`config.mk`:
```
export PLATFORM = sky130hd
export DESIGN_NAME = smre_colmem
export DESIGN_NICKNAME = d
export VERILOG_FILES = /design/src/rtl/core/assert_macros.svh /design/src/rtl/core/smre_pkg.sv /design/src/rtl/core/smre_colmem.sv
export SDC_FILE = /design/constraint.sdc
export NUM_CORES = 2
export LEC_CHECK = 0
export BUFFER_PORTS_ARGS = -buffer_cell sky130_fd_sc_hd__buf_2
export CAP_MARGIN = 20
export CORE_ASPECT_RATIO = 1.75
export CORE_MARGIN = 2
export CORE_UTILIZATION = 57
export CTS_CLUSTER_SIZE = 40
export DETAILED_ROUTE_END_ITERATION = 12
export GPL_TIMING_DRIVEN = 1
export PLACE_DENSITY = 0.79
export SYNTH_ARGS = -nofsm -noshare
export SYNTH_HDL_FRONTEND = slang
export SYNTH_SLANG_ARGS = --single-unit
```
`constraint.sdc`:
```
create_clock -name clk -period 3.07 [get_ports clk]
set_clock_uncertainty 0.05 [all_clocks]
set_input_delay 0.4605 -clock clk [delete_from_list [all_inputs] [get_ports clk]]
set_output_delay 0.4605 -clock clk [all_outputs]
set_load 0.01 [all_outputs]
```
`src/rtl/core/assert_macros.svh`:
```
// Assertion helpers shared by the RTL. Both sample on clk and go quiet in reset.
`ifndef ASSERT_MACROS_SVH
`define ASSERT_MACROS_SVH

// expr must hold at every edge
`define ASSERT_ALWAYS(label, expr, msg) \
  label: assert property (@(posedge clk) disable iff (rst) (expr)) else $error(msg);

// cons must hold at the next edge after ante
`define ASSERT_NEXT(label, ante, cons, msg) \
  label: assert property (@(posedge clk) disable iff (rst) (ante) |=> (cons)) else $error(msg);

`endif

```
`src/rtl/core/smre_pkg.sv`:
```
package smre_pkg;

  localparam int CFG_W    = 10;
  localparam int SAMPLE_W = 8;
  localparam int STRIP_W  = 8;
  localparam int COL_W    = 9;
  localparam int LEVEL_W  = 8;

  localparam logic [CFG_W-1:0]    WIDTH_RESET = CFG_W'(400);
  localparam logic [LEVEL_W-1:0]  THRESH_RESET = LEVEL_W'(77);

  // result queue depth, room for two full items
  localparam int OQ_DEPTH = 4;
  localparam int OQ_PW    = $clog2(OQ_DEPTH);

  typedef enum logic [0:0] {
    REG_ACTIVE_WIDTH   = 1'b0,
    REG_ZERO_THRESHOLD = 1'b1
  } reg_index_t;

  typedef struct packed {
    logic [STRIP_W-1:0] strip;
    logic [COL_W-1:0]   first;
    logic [COL_W-1:0]   final_col;
    logic [LEVEL_W-1:0] level;
    logic               done;
  } run_t;

  // runs produced by one item; run1 is the strip's closing run
  typedef struct packed {
    logic en0;
    logic en1;
    run_t run0;
    run_t run1;
  } push_t;

endpackage

```
`src/rtl/core/smre_colmem.sv`:
```
// Column maximum store: one write port, one read port, registered read.
// A read that meets a write to the same entry returns the new data.
module smre_colmem #(
  parameter int DEPTH = 512,
  parameter int AW    = 9
) (
  input  logic                          clk,
  input  logic                          rst,
  input  logic                          rd_en,
  input  logic [AW-1:0]                 rd_addr,
  output logic [smre_pkg::LEVEL_W-1:0]  rd_data,
  input  logic                          wr_en,
  input  logic [AW-1:0]                 wr_addr,
  input  logic [smre_pkg::LEVEL_W-1:0]  wr_data
);
  import smre_pkg::*;

  logic [LEVEL_W-1:0] mem [DEPTH];
  logic [LEVEL_W-1:0] ram_q;
  logic [LEVEL_W-1:0] byp_data;
  logic               byp;

  always_ff @(posedge clk) begin
    if (wr_en) begin
      mem[wr_addr] <= wr_data;
    end
    if (rd_en) begin
      ram_q <= mem[rd_addr];
    end
  end

  always_ff @(posedge clk) begin
    if (rst) begin
      byp <= 1'b0;
    end else if (rd_en) begin
      byp <= wr_en && (wr_addr == rd_addr);
    end
  end

  always_ff @(posedge clk) begin
    if (rd_en) begin
      byp_data <= wr_data;
    end
  end

  assign rd_data = byp ? byp_data : ram_q;

endmodule

```
==> flow_metrics.py <==
metrics = {
    "run_status": {
        "status": "finished clean",
    },
    "global_route": {
        "track_usage_pct": 33.7,
        "grt_pass1_vias": 94200,
        "overflow": 0,
        "grt_pass1_wl_mm": 682,
        "antenna_found_initial": 28,
        "grt_max_degree": 129,
    },
    "synth": {
        "synth_area_leaders": "edfxtp_1 76%, mux4_2 9.0%, mux2i_1 4.8%, nor2_1 1.4%, o221ai_1 1.3%",
        "syn_area_per_cell_um2": 19.8,
        "ys_ff_latch": 4113,
        "postSynthCellCount": 8165,
        "syn_nets": 8195,
        "synth_seq_area_share_pct": 76.4,
        "ys_warn_count": 0,
        "synth_edf_count": 4112,
        "synth-main-ff-cell": "edfxtp_1",
        "synth_top_area_cell": "edfxtp_1",
        "ys_types": 77,
        "synthDominantCellAreaShare_pct": 76.4,
        "syn-cell-area_um2": 162000,
        "ys_async_sr_fraction_pct": 0,
    },
    "route": {
        "drtIter0Drc": 13300,
        "via_count": 92400,
        "ant_nets": 0,
        "drt_wl_total_mm": 485,
        "drc": 0,
        "viasPerCell": 6.88,
        "wire_per_inst_um": 36.1,
        "firstDrtPassIters": 7,
    },
    "critical_path": {
        "critPathKind": "primary input to flip-flop",
        "cp_data_required_time_ns": 3.77,
        "slowest_stage": "nor4_1",
        "cp_max_fo": 15,
        "critPathLaunchType": "primary input",
        "crit_chain": "buf_12 > buf_12 > buf_12 > buf_4 > mux2i_1 > o221ai_1 > a21oi_1 > buf_4 > nor4_1 > nand4_1 > a211oi_2",
        "worstPathArrival_ns": 3.76,
        "crit_path_frequent_cell": "buf_12",
        "cp_slowest_stage_delay_ns": 0.73,
        "crit_path_end_kind": "flip-flop",
    },
    "final_layout": {
        "syn_to_final_growth_pct": 15.6,
        "layout-drive-gt1-share_pct": 27.0,
        "final_cells": 13400,
        "final_util_pct": 66.2,
        "nets": 9418,
    },
    "cts": {
        "clk_pin_slew_ns": 0.07,
        "cts_tree": "done",
        "cts_sinks": 4113,
        "post_cts_buffers": 0,
        "cts_buffer_depth": 4,
        "cts_buffers": 332,
        "root_buffer": "clkbuf_16",
        "insertion_delay_ns": 0.94,
        "h-tree-depth": 5,
    },
    "timing": {
        "min_period_over_period_pct": 99.7,
        "finalMaxSlewViolations": 0,
        "max_freq_mhz": 327,
        "hold_viol": 0,
        "fin_setup_tns_ns": 0,
        "worstMarginPinSlew_ns": 1.08,
        "period_minus_slack_ns": 3.06,
        "timing.final.ws_setup_ns": 0.00805,
        "relSlewSlack_pct": 27.2,
        "rsz0062_at_grt": "false",
        "finalSetupViolCount": 0,
    },
    "place": {
        "place_ws_ns": -0.879,
        "io_buffers": 37,
        "gp_congestion": 0.980,
        "dpl.hpwl_mm": 317,
        "dpl.cell_count": 12800,
    },
    "floorplanning": {
        "die_h_um": 709,
        "start_util_pct": 57.3,
        "ios": 38,
        "core_area_um2": 282000,
        "die_area_um2": 288000,
        "die_x_um": 407,
        "rows": 258,
    },
    "min_path": {
        "hold_class": "primary input to flip-flop",
    },
    "pwr": {
        "power_per_cell_area_nw_per_um2": 599,
        "leakagePower_nw": 61.9,
        "ir_drop_uv": 699,
    },
    "flow_run": {
        "max-cap-violations": 0,
    },
}
==> synth_stat cells, types with 8 or more instances <==
| library cell | number |
|---|---|
| o221ai_1 | 249 |
| nor2_1 | 614 |
| buf_12 | 20 |
| mux2_2 | 30 |
| o21ai_0 | 87 |
| o22ai_1 | 209 |
| xor2_1 | 8 |
| nand2_1 | 146 |
| clkbuf_1 | 246 |
| mux4_1 | 20 |
| nor2b_1 | 13 |
| buf_8 | 24 |
| mux2i_1 | 775 |
| and2_1 | 24 |
| nor4_1 | 32 |
| buf_1 | 42 |
| nand2b_1 | 10 |
| a221oi_1 | 12 |
| edfxtp_1 | 4112 |
| a2111oi_0 | 18 |
| a31oi_1 | 42 |
| nand4_1 | 20 |
| o211ai_1 | 10 |
| a22oi_1 | 34 |
| buf_6 | 87 |
| nand3_1 | 54 |
| a211oi_1 | 46 |
| o21a_1 | 13 |
| buf_4 | 34 |
| a21oi_1 | 177 |
| mux4_2 | 645 |
| buf_2 | 85 |
| nor3_1 | 97 |
| and3_1 | 11 |
==> placed cells by master (no fill, tap or decap), drive strengths merged, types with 25 or more instances in the layout <==
cell type / synthesis / final
o221ai: 253 / 253
a22oi: 34 / 34
a21oi: 177 / 177
a211oi: 49 / 49
a31oi: 42 / 42
mux4: 665 / 665
clkinv: 2 / 139
clkbuf: 246 / 398
nor4: 32 / 32
bufinv: 0 / 33
and2: 25 / 25
mux2: 30 / 30
nand2: 146 / 146
edfxtp: 4112 / 4112
nor3: 97 / 97
mux2i: 775 / 775
o22ai: 212 / 212
nand3: 54 / 54
o21ai: 87 / 87
nor2: 614 / 614
buf: 292 / 1418
==> report_power, final <==
group,total (mW),switching (mW),internal (mW)
clock network,42.9,19.7,23.2
logic,7.22,4.62,2.60
registers,61.8,0.0436,61.8
==> stage by stage <==
| stage | power [mW] | instance area [um2] | hold WS [ns] |
|---|---|---|---|
| floorplan | 66.2 | 162000 | 0.480 |
| global placement | 69.8 | 176000 | 0.565 |
| detailed placement | 69.9 | 176000 | 0.583 |
| CTS | 112 | 187000 | 0.0602 |
| global route | 114 | 187000 | 0.0915 |
| finish | 112 | 187000 | 0.118 |
==> worst paths after layout <==
check,slack [ns],cells after the start,endpoint,from
max,0.008,11,ram_q[3]$_DFFE_PP_,rd_addr[0]
min,0.12,1,byp_data[7]$_DFFE_PP_,rd_en
max reg2reg,0.008,9,ram_q[0]$_DFFE_PP_,mem[361][0]$_DFFE_PP_
min reg2reg,0.81,2,byp$_SDFFE_PP0P_,byp$_SDFFE_PP0P_
==> state kept, by name, summed over array words and instances (netlist names) <==
name and flops:
ram_q 8, byp 1, byp_data 8, mem 4096
==> critical path: cells and delay by family <==
kind                   cells  cell delay (ns)
multiplexers               1             0.09
buffers and inverters      5             1.05
AO/OA/AOI/OAI              3             0.82
AND/OR/NAND/NOR            2             1.27
==> layout make-up <==
cell class | instances | area, um2
sequential | 4113 | 123000
fill | 17000 | 95300
multi-input combinational | 3510 | 34900
timing repair buffer | 1427 | 13100
clock buffer | 398 | 8750
tap | 3770 | 4720
clock inverter | 190 | 1900
antenna | 14 | 35.0
inverter | 4 | 30.0
==> cells by family after synthesis <==
kind of cell           count (synthesis)  synth area share [%]
multiplexers                        1470                  14.3
XOR/XNOR                               9                0.0488
AND/OR/NAND/NOR                     1063                  2.86
buffers and inverters                542                  2.18
AO/OA/AOI/OAI                        968                  4.20
flip-flops                          4113                  76.4
==> what timing repair did <==
action	CTS	global route
endpoints found under the setup margin	1	3
gates resized for setup	1	11
endpoints found under the hold margin	181	0
hold buffers	9	0
==> layer usage <==
metal  wire, um  GRT usage [%]
met5        126              0
met1     137000           36.1
met4      58600           32.1
met3      52900           7.44
met2     235000           54.9
No activity file was read; power rests on OpenSTA's default activity.
