==> config.mk <==
export PLATFORM = sky130hd
export DESIGN_NAME = smre_outq
export DESIGN_NICKNAME = d
export VERILOG_FILES = /design/src/rtl/core/assert_macros.svh /design/src/rtl/core/smre_pkg.sv /design/src/rtl/core/smre_outq.sv
export SDC_FILE = /design/constraint.sdc
export NUM_CORES = 1
export LEC_CHECK = 0
export ABC_CLOCK_PERIOD_IN_PS = 4900
export BUFFER_PORTS_ARGS = -buffer_cell sky130_fd_sc_hd__buf_2
export CORE_MARGIN = 4
export CORE_UTILIZATION = 45
export DETAILED_ROUTE_END_ITERATION = 16
export GPL_ROUTABILITY_DRIVEN = 0
export MAX_ROUTING_LAYER = met4
export PLACE_DENSITY = 0.65
export SLEW_MARGIN = 20
export SYNTH_ARGS = -nofsm -noshare
export SYNTH_HDL_FRONTEND = slang
export SYNTH_SLANG_ARGS = --single-unit
==> constraint.sdc <==
create_clock -name clk -period 4.9 [get_ports clk]
set_input_delay 0.49 -clock clk [delete_from_list [all_inputs] [get_ports clk]]
set_output_delay 0.49 -clock clk [all_outputs]
set_load 0.02 [all_outputs]
==> src/rtl/core/assert_macros.svh <==
// Assertion helpers shared by the RTL. Both sample on clk and go quiet in reset.
`ifndef ASSERT_MACROS_SVH
`define ASSERT_MACROS_SVH

// expr must hold at every edge
`define ASSERT_ALWAYS(label, expr, msg) \
  label: assert property (@(posedge clk) disable iff (rst) (expr)) else $error(msg);

// cons must hold at the next edge after ante
`define ASSERT_NEXT(label, ante, cons, msg) \
  label: assert property (@(posedge clk) disable iff (rst) (ante) |=> (cons)) else $error(msg);

`endif

==> src/rtl/core/smre_pkg.sv <==
package smre_pkg;

  localparam int CFG_W    = 10;
  localparam int SAMPLE_W = 8;
  localparam int STRIP_W  = 8;
  localparam int COL_W    = 9;
  localparam int LEVEL_W  = 8;

  localparam logic [CFG_W-1:0]    WIDTH_RESET = CFG_W'(400);
  localparam logic [LEVEL_W-1:0]  THRESH_RESET = LEVEL_W'(77);

  // result queue depth, room for two full items
  localparam int OQ_DEPTH = 4;
  localparam int OQ_PW    = $clog2(OQ_DEPTH);

  typedef enum logic [0:0] {
    REG_ACTIVE_WIDTH   = 1'b0,
    REG_ZERO_THRESHOLD = 1'b1
  } reg_index_t;

  typedef struct packed {
    logic [STRIP_W-1:0] strip;
    logic [COL_W-1:0]   first;
    logic [COL_W-1:0]   final_col;
    logic [LEVEL_W-1:0] level;
    logic               done;
  } run_t;

  // runs produced by one item; run1 is the strip's closing run
  typedef struct packed {
    logic en0;
    logic en1;
    run_t run0;
    run_t run1;
  } push_t;

endpackage

==> src/rtl/core/smre_outq.sv <==
// Small result queue: takes up to two runs a cycle, hands out one while out_ready is high.
module smre_outq (
  input  logic                          clk,
  input  logic                          rst,
  input  smre_pkg::push_t               push,
  output logic [smre_pkg::OQ_PW:0]      count,
  output logic                          out_valid,
  input  logic                          out_ready,
  output smre_pkg::run_t                out_run
);
  import smre_pkg::*;

  run_t             q [OQ_DEPTH];
  logic [OQ_PW-1:0] wr_ptr;
  logic [OQ_PW-1:0] rd_ptr;
  logic             pop;
  logic [OQ_PW:0]   n_push;

  assign pop       = out_valid && out_ready;
  assign out_valid = count != '0;
  assign out_run   = q[rd_ptr];
  assign n_push    = (OQ_PW+1)'(push.en0) + (OQ_PW+1)'(push.en1);

  always_ff @(posedge clk) begin
    if (push.en0) begin
      q[wr_ptr] <= push.run0;
      if (push.en1) begin
        q[wr_ptr + OQ_PW'(1)] <= push.run1;
      end
    end else if (push.en1) begin
      q[wr_ptr] <= push.run1;
    end
  end

  always_ff @(posedge clk) begin
    if (rst) begin
      wr_ptr <= '0;
      rd_ptr <= '0;
      count  <= '0;
    end else begin
      wr_ptr <= wr_ptr + OQ_PW'(n_push);
      if (pop) begin
        rd_ptr <= rd_ptr + OQ_PW'(1);
      end
      count <= count + n_push - (OQ_PW+1)'(pop);
    end
  end

endmodule

==> impl_metrics.yaml, run 1 <==
detailed_routing:
  dr.max_layer_used: "met4"
  dr_wl_met2_mm: 8.52
  via_count: 3990
  wire_per_inst_microns: 21.4
  first_pass_iters: 4
  drtIter0Drc: 153
  wl_met1_mm: 6.66
  drcViolationCount: 0
  ant_nets: 0
  wl_met3_microns: 723
  viasPerCell: 5.30
  routed_wl_mm: 16.1
cts:
  htreeDepth: 4
  cts_resized: 0
  clockBufferDepth: 2
  path_clk_slew_ps: 60
  cts_tree: "built"
  clock_latency_ps: 420
  clock_sinks: 149
  root_buffer: "clkbuf_16"
  holdBufCountCts: 0
  post_cts_buffers: 0
  cts_buffers: 17
sta:
  period_share_pct: 60.0
  max_slew_margin_pct: 29.2
  finalSetupTns_ps: 0
  rsz0062_at_grt: "no"
  fin_skew_ps: 3.44
  hold_viol_final: 0
  finalSetupViolCount: 0
  worst_pin_slew_ps: 1060
  maxSlewViolCount: 0
  max_freq_mhz: 340
  fin_crit_ps: 2940
synth:
  ys_ff_latch: 149
  async_reset_ff_share_pct: 0
  synth_area_leaders: "edfxtp_1 (54%), mux2_4 (23%), mux4_2 (10%)"
  syn-num-nets: 478
  synth.distinct_cells: 32
  synth_edf_count: 140
  avgSynthCellArea_sq_um: 19.9
  synth_top_area_share_pct: 53.6
  yosysSeqAreaShare_pct: 55.8
  synthCells: 395
  syn_area_sq_um: 7850
  synth_common_cells: "edfxtp_1 (140), mux2_4 (120), mux4_2 (35)"
  yosysMostFrequentCell: "edfxtp_1"
  synth.largest_area_cell: "edfxtp_1"
  yosys_warnings: 0
  synthFlopType: "edfxtp_1"
critical_path:
  ff2ff_path_depth: 4
  cp.arrival_ps: 2450
  r2r-start: "wr_ptr[0]"
  cp-start-kind: "register"
  rrSetupSlack_ps: 2190
  crit_path_max_fanout: 20
  worstReg2RegEnd: "q[3][2]"
  worst_ep_required_time_ps: 4410
  crit_path_end_kind: "primary output"
  critical_path_class: "reg -> out"
global_routing:
  grt_pass1_vias: 4397
  grt_max_degree: 36
  overflow: 0
  grt_pass1_wl_mm: 24.6
  antenna_found_initial: 2
  grt_usage_pct: 17.3
flow_run:
  drv_cap: 0
floorplan:
  core_sq_um: 17200
  dieArea_sq_um: 19600
  io_pins: 114
  die_w_microns: 140
  fp.dieH_microns: 140
  initial_core_util_pct: 45.7
  rows: 48
final_layout:
  layout-drive-gt1-share_pct: 64.4
  regArea_sq_um: 4390
  multi_input_comb_area_sq_um: 3220
  fill_cells: 1413
  final_cell_count_no_fill: 753
  area_growth_pct: 17.5
  nNetsFinal: 595
min_path:
  worstHoldStart: "rst"
  hold_class: "in -> reg"
  hold_depth: 2
power_and_ir_drop:
  peakVddDrop_mv: 0.293
  leakagePower_nw: 3.70
  power_density_nw_per_um2: 478
placement:
  io_buffers: 113
  hpwlAfterDp_mm: 10.4
  placed_cells: 717
status:
  status: "finished clean"
[per-stage QoR]
stage	area (sq um)	power [mW]	hold slack (ps)	util, %	setup WS [ps]
global route	9220	4.59	337	53.7	1760
finish	9220	4.41	343	53.7	1960
CTS	9200	4.46	320	53.6	1840
detailed placement	8540	3.00	534	49.7	1910
global placement	8540	2.97	513	49.7	1990
floorplan	7850	2.63	485	-	912
[layout make-up]
type / instances / share of cell area [%]
Multi-Input combinational cell: 213 / 34.9
Clock buffer: 18 / 4.65
Inverter: 10 / 0.407
Antenna cell: 3 / 0.0814
Clock inverter: 14 / 2.51
Sequential cell: 149 / 47.6
Timing Repair Buffer: 121 / 6.86
Tap cell: 225 / 3.05
[placed cells by master, fill, tap and decap left out, drive strengths merged]
| cell type | netlist | final |
|---|---|---|
| edfxtp | 140 | 140 |
| mux2 | 140 | 140 |
| buf | 22 | 121 |
| mux4 | 35 | 35 |
| clkbuf | 1 | 18 |
| inv | 10 | 11 |
| dfxtp | 9 | 9 |
| nor2 | 8 | 8 |
| ha | 7 | 7 |
| bufinv | 0 | 6 |
| clkinv | 0 | 5 |
| diode | 0 | 3 |
| a31oi | 3 | 3 |
| nor2b | 3 | 3 |
| xnor2 | 3 | 3 |
| a211oi | 2 | 2 |
| xor2 | 2 | 2 |
| clkinvlp | 0 | 2 |
| o31a | 1 | 1 |
| and3b | 1 | 1 |
| nand3 | 1 | 1 |
| o31ai | 1 | 1 |
| a21o | 1 | 1 |
| or3 | 1 | 1 |
| o311ai | 1 | 1 |
| and2 | 1 | 1 |
| nor3 | 1 | 1 |
| fa | 1 | 1 |
[worst max-delay path by stage]
| stage | start | end | slack [ps] |
|---|---|---|---|
| 6_report | register | out_run[1] | 1960 |
| 3_5_place_dp | push[70] | q[1][8] | 1910 |
| 3_3_place_gp | push[70] | q[1][8] | 1990 |
| 4_1_cts | register | out_run[3] | 1840 |
| 2_1_floorplan | push[70] | q[1][0] | 910 |
| 5_1_grt | register | out_run[1] | 1760 |
[sequential cells by signal (all words and copies together) (netlist names), named ones only]
signal  flops
wr_ptr      2
rd_ptr      2
count       3
q         140
[layer usage]
| metal | vias up | global-route usage (%) |
|---|---|---|
| met5 | - | - |
| met2 | 90 | 29.3 |
| met3 | 20 | 4.61 |
| li1 | 1825 | - |
| met1 | 2055 | 20.2 |
| met4 | 0 | 5.56 |
[critical path: stages, from the launching register on]
cell,delay (ps)
dfxtp_2,730
buf_4,500
mux4_2,600
buf_2,190
[power by group]
part / internal [mW] / total (mW) / switching [mW]
clock network: 0.952 / 1.46 / 0.512
logic: 0.577 / 1.20 / 0.619
registers: 1.62 / 1.75 / 0.124
total: 3.15 / 4.41 / 1.26
[cell families (layout without fill, tap and decap cells)]
family / Yosys count / after routing / share of synthesized area (%)
multiplexers: 175 / 175 / 35.9
flip-flops: 149 / 149 / 55.8
buffers and inverters: 33 / 163 / 3.70
AND/OR/NAND/NOR: 16 / 16 / 1.24
AO/OA/AOI/OAI: 9 / 9 / 1.42
adder cells (fa/ha/maj): 8 / 8 / 1.37
XOR/XNOR: 5 / 5 / 0.558
other: 0 / 3 / 0
Power figures use the tool's default switching activity.
==> inputs of run 2 (changes only) <==
--- a/config.mk
+++ b/config.mk
@@ -5,14 +5,14 @@
 export SDC_FILE = /design/constraint.sdc
 export NUM_CORES = 1
 export LEC_CHECK = 0
-export ABC_CLOCK_PERIOD_IN_PS = 4900
+export ABC_CLOCK_PERIOD_IN_PS = 2400
 export BUFFER_PORTS_ARGS = -buffer_cell sky130_fd_sc_hd__buf_2
 export CORE_MARGIN = 4
 export CORE_UTILIZATION = 45
 export DETAILED_ROUTE_END_ITERATION = 16
 export GPL_ROUTABILITY_DRIVEN = 0
 export MAX_ROUTING_LAYER = met4
-export PLACE_DENSITY = 0.65
+export PLACE_DENSITY = 0.68
 export SLEW_MARGIN = 20
 export SYNTH_ARGS = -nofsm -noshare
 export SYNTH_HDL_FRONTEND = slang
==> constraint.sdc (replaced) <==
create_clock -name clk -period 2.4 [get_ports clk]
set_input_delay 0.24 -clock clk [delete_from_list [all_inputs] [get_ports clk]]
set_output_delay 0.24 -clock clk [all_outputs]
set_load 0.02 [all_outputs]
==> impl_metrics.yaml, run 2 (synthesis results as in run 1) <==
cts:
  root_buffer: "clkbuf_16"
  cts_tree: "built"
  clockBufferDepth: 2
  htreeDepth: 4
  clock_latency_ps: 410
  path_clk_slew_ps: 60
  cts_resized: 0
  cts_buffers: 17
  holdBufCountCts: 0
  clock_sinks: 149
  post_cts_buffers: 0
critical_path:
  crit_path_end_kind: "register"
  critical-path-top-cell-by-count: "ha_1"
  path_cells: "o31a_1, ha_1, inv_1, ha_1, fa_1, xor2_1, and2_1, nor3_1"
  cp-start-kind: "register"
  slowest_delay_ps: 380
  worst_ep_required_time_ps: 2740
  cp.arrival_ps: 2480
  critPathBufInv: 1
  cpLargestDelayFamily: "adder cells"
  slowest_stage: "fa_1"
  critical_path_class: "reg -> reg"
  crit_path_max_fanout: 6
sta:
  maxSlewViolCount: 0
  max_freq_mhz: 468
  holdWs_ps: 88.8
  hold_viol_final: 0
  rsz0062_at_grt: "no"
  period_share_pct: 89.1
  fin_crit_ps: 2140
  max_slew_margin_pct: 55.2
  finalSetupViolCount: 0
  fin_skew_ps: 7.40
  finalSetupTns_ps: 0
  worst_pin_slew_ps: 673
global_routing:
  grt_pass1_wl_mm: 24.9
  antenna_found_initial: 3
  grt_usage_pct: 17.4
  overflow: 0
  grt_max_degree: 25
  grt_pass1_vias: 4578
detailed_routing:
  drcViolationCount: 0
  routed_wl_mm: 16.1
  via_count: 4110
  ant_nets: 0
  drtIter0Drc: 195
  viasPerCell: 5.35
  first_pass_iters: 4
  wire_per_inst_microns: 20.9
final_layout:
  final_common_cell: "edfxtp_1"
  final_util_pct: 54.3
  largest_register_ff_count: 140
  reg_top3: "q: 140 flops, count: 3 flops"
  area_growth_pct: 18.8
  regMostFlops: "q"
  multi_input_comb_area_sq_um: 3220
  regArea_sq_um: 4390
  fill_cells: 1393
  layout-drive-gt1-share_pct: 65.4
  layout_common_cells: "edfxtp_1 (140), mux2_4 (120), buf_2 (113), mux4_2 (35), mux2_2 (20)"
  nNetsFinal: 611
power_and_ir_drop:
  switching_share_pct: 29.5
  pwr-share-seq_pct: 39.8
  peakVddDrop_mv: 0.626
  combinationalPowerShare_pct: 31.0
  pwr-share-clk_pct: 29.1
  power_density_nw_per_um2: 928
  leakagePower_nw: 3.77
  switchingPower_mw: 2.55
  cell_internal_pwr_mw: 6.10
placement:
  io_buffers: 113
  hpwlAfterDp_mm: 10.5
floorplan:
  dieArea_sq_um: 19600
  die_w_microns: 140
  io_pins: 114
  rows: 48
  core_sq_um: 17200
  initial_core_util_pct: 45.7
  fp.dieH_microns: 140
status:
  status: "finished clean"
min_path:
  hold_class: "in -> reg"
flow_run:
  drv_cap: 0
[run 2: changes by cell type in the layout (fill, tap and decap cells not counted), moves of 2 or more]
cell,previous run,this run
buf_4,7,16
buf_12,0,7
bufinv_16,6,2
clkinv_2,3,5
[run 2: worst paths after layout]
kind | slack [ps] | cells after the start | endpoint | startpoint
min reg2reg | 540 | 2 | rd_ptr[0] | rd_ptr[0]
max reg2reg | 260 | 8 | count[2] | count[2]
min | 90 | 2 | wr_ptr[1] | rst
max | 260 | 8 | count[2] | count[2]
[run 2: cell type report]
class,count,share of cell area (%)
inverters,10,0.402
repair buffers,137,8.98
diodes,3,0.0805
well taps,225,3.02
clock inverters,14,1.45
flip-flops and latches,149,47.0
multi-input cells,213,34.5
clock buffers,17,4.56
[run 2: power by group through the flow]
| stage | registers [mW] | logic [mW] | clock network [mW] |
|---|---|---|---|
| 2_1_floorplan | 3.47 | 1.91 | 0 |
| 3_3_place_gp | 3.48 | 2.70 | 0 |
| 3_5_place_dp | 3.51 | 2.73 | 0 |
| 4_1_cts | 3.45 | 2.74 | 2.58 |
| 5_1_grt | 3.48 | 2.89 | 2.68 |
| 6_report | 3.45 | 2.69 | 2.52 |
[run 2: per-stage QoR]
step                      cell area, sq um  cells  power [mW]  setup WS, ps
final                                 9330    768        8.66           263
after global routing                  9330    768        9.05           160
after CTS                             9310    764        8.77           235
after detailed placement              8750    733        6.24           248
after global placement                8750    733        6.18           249
after floorplan                       7870    395        5.38          -138
[run 2: per-layer routing]
layer / track usage (%) / up-vias / wire, microns
li1: - / 1855 / -
met1: 20.2 / 2111 / 6470
met2: 29.6 / 117 / 8450
met3: 4.54 / 27 / 852
met4: 6.02 / 0 / 316
met5: - / - / 0
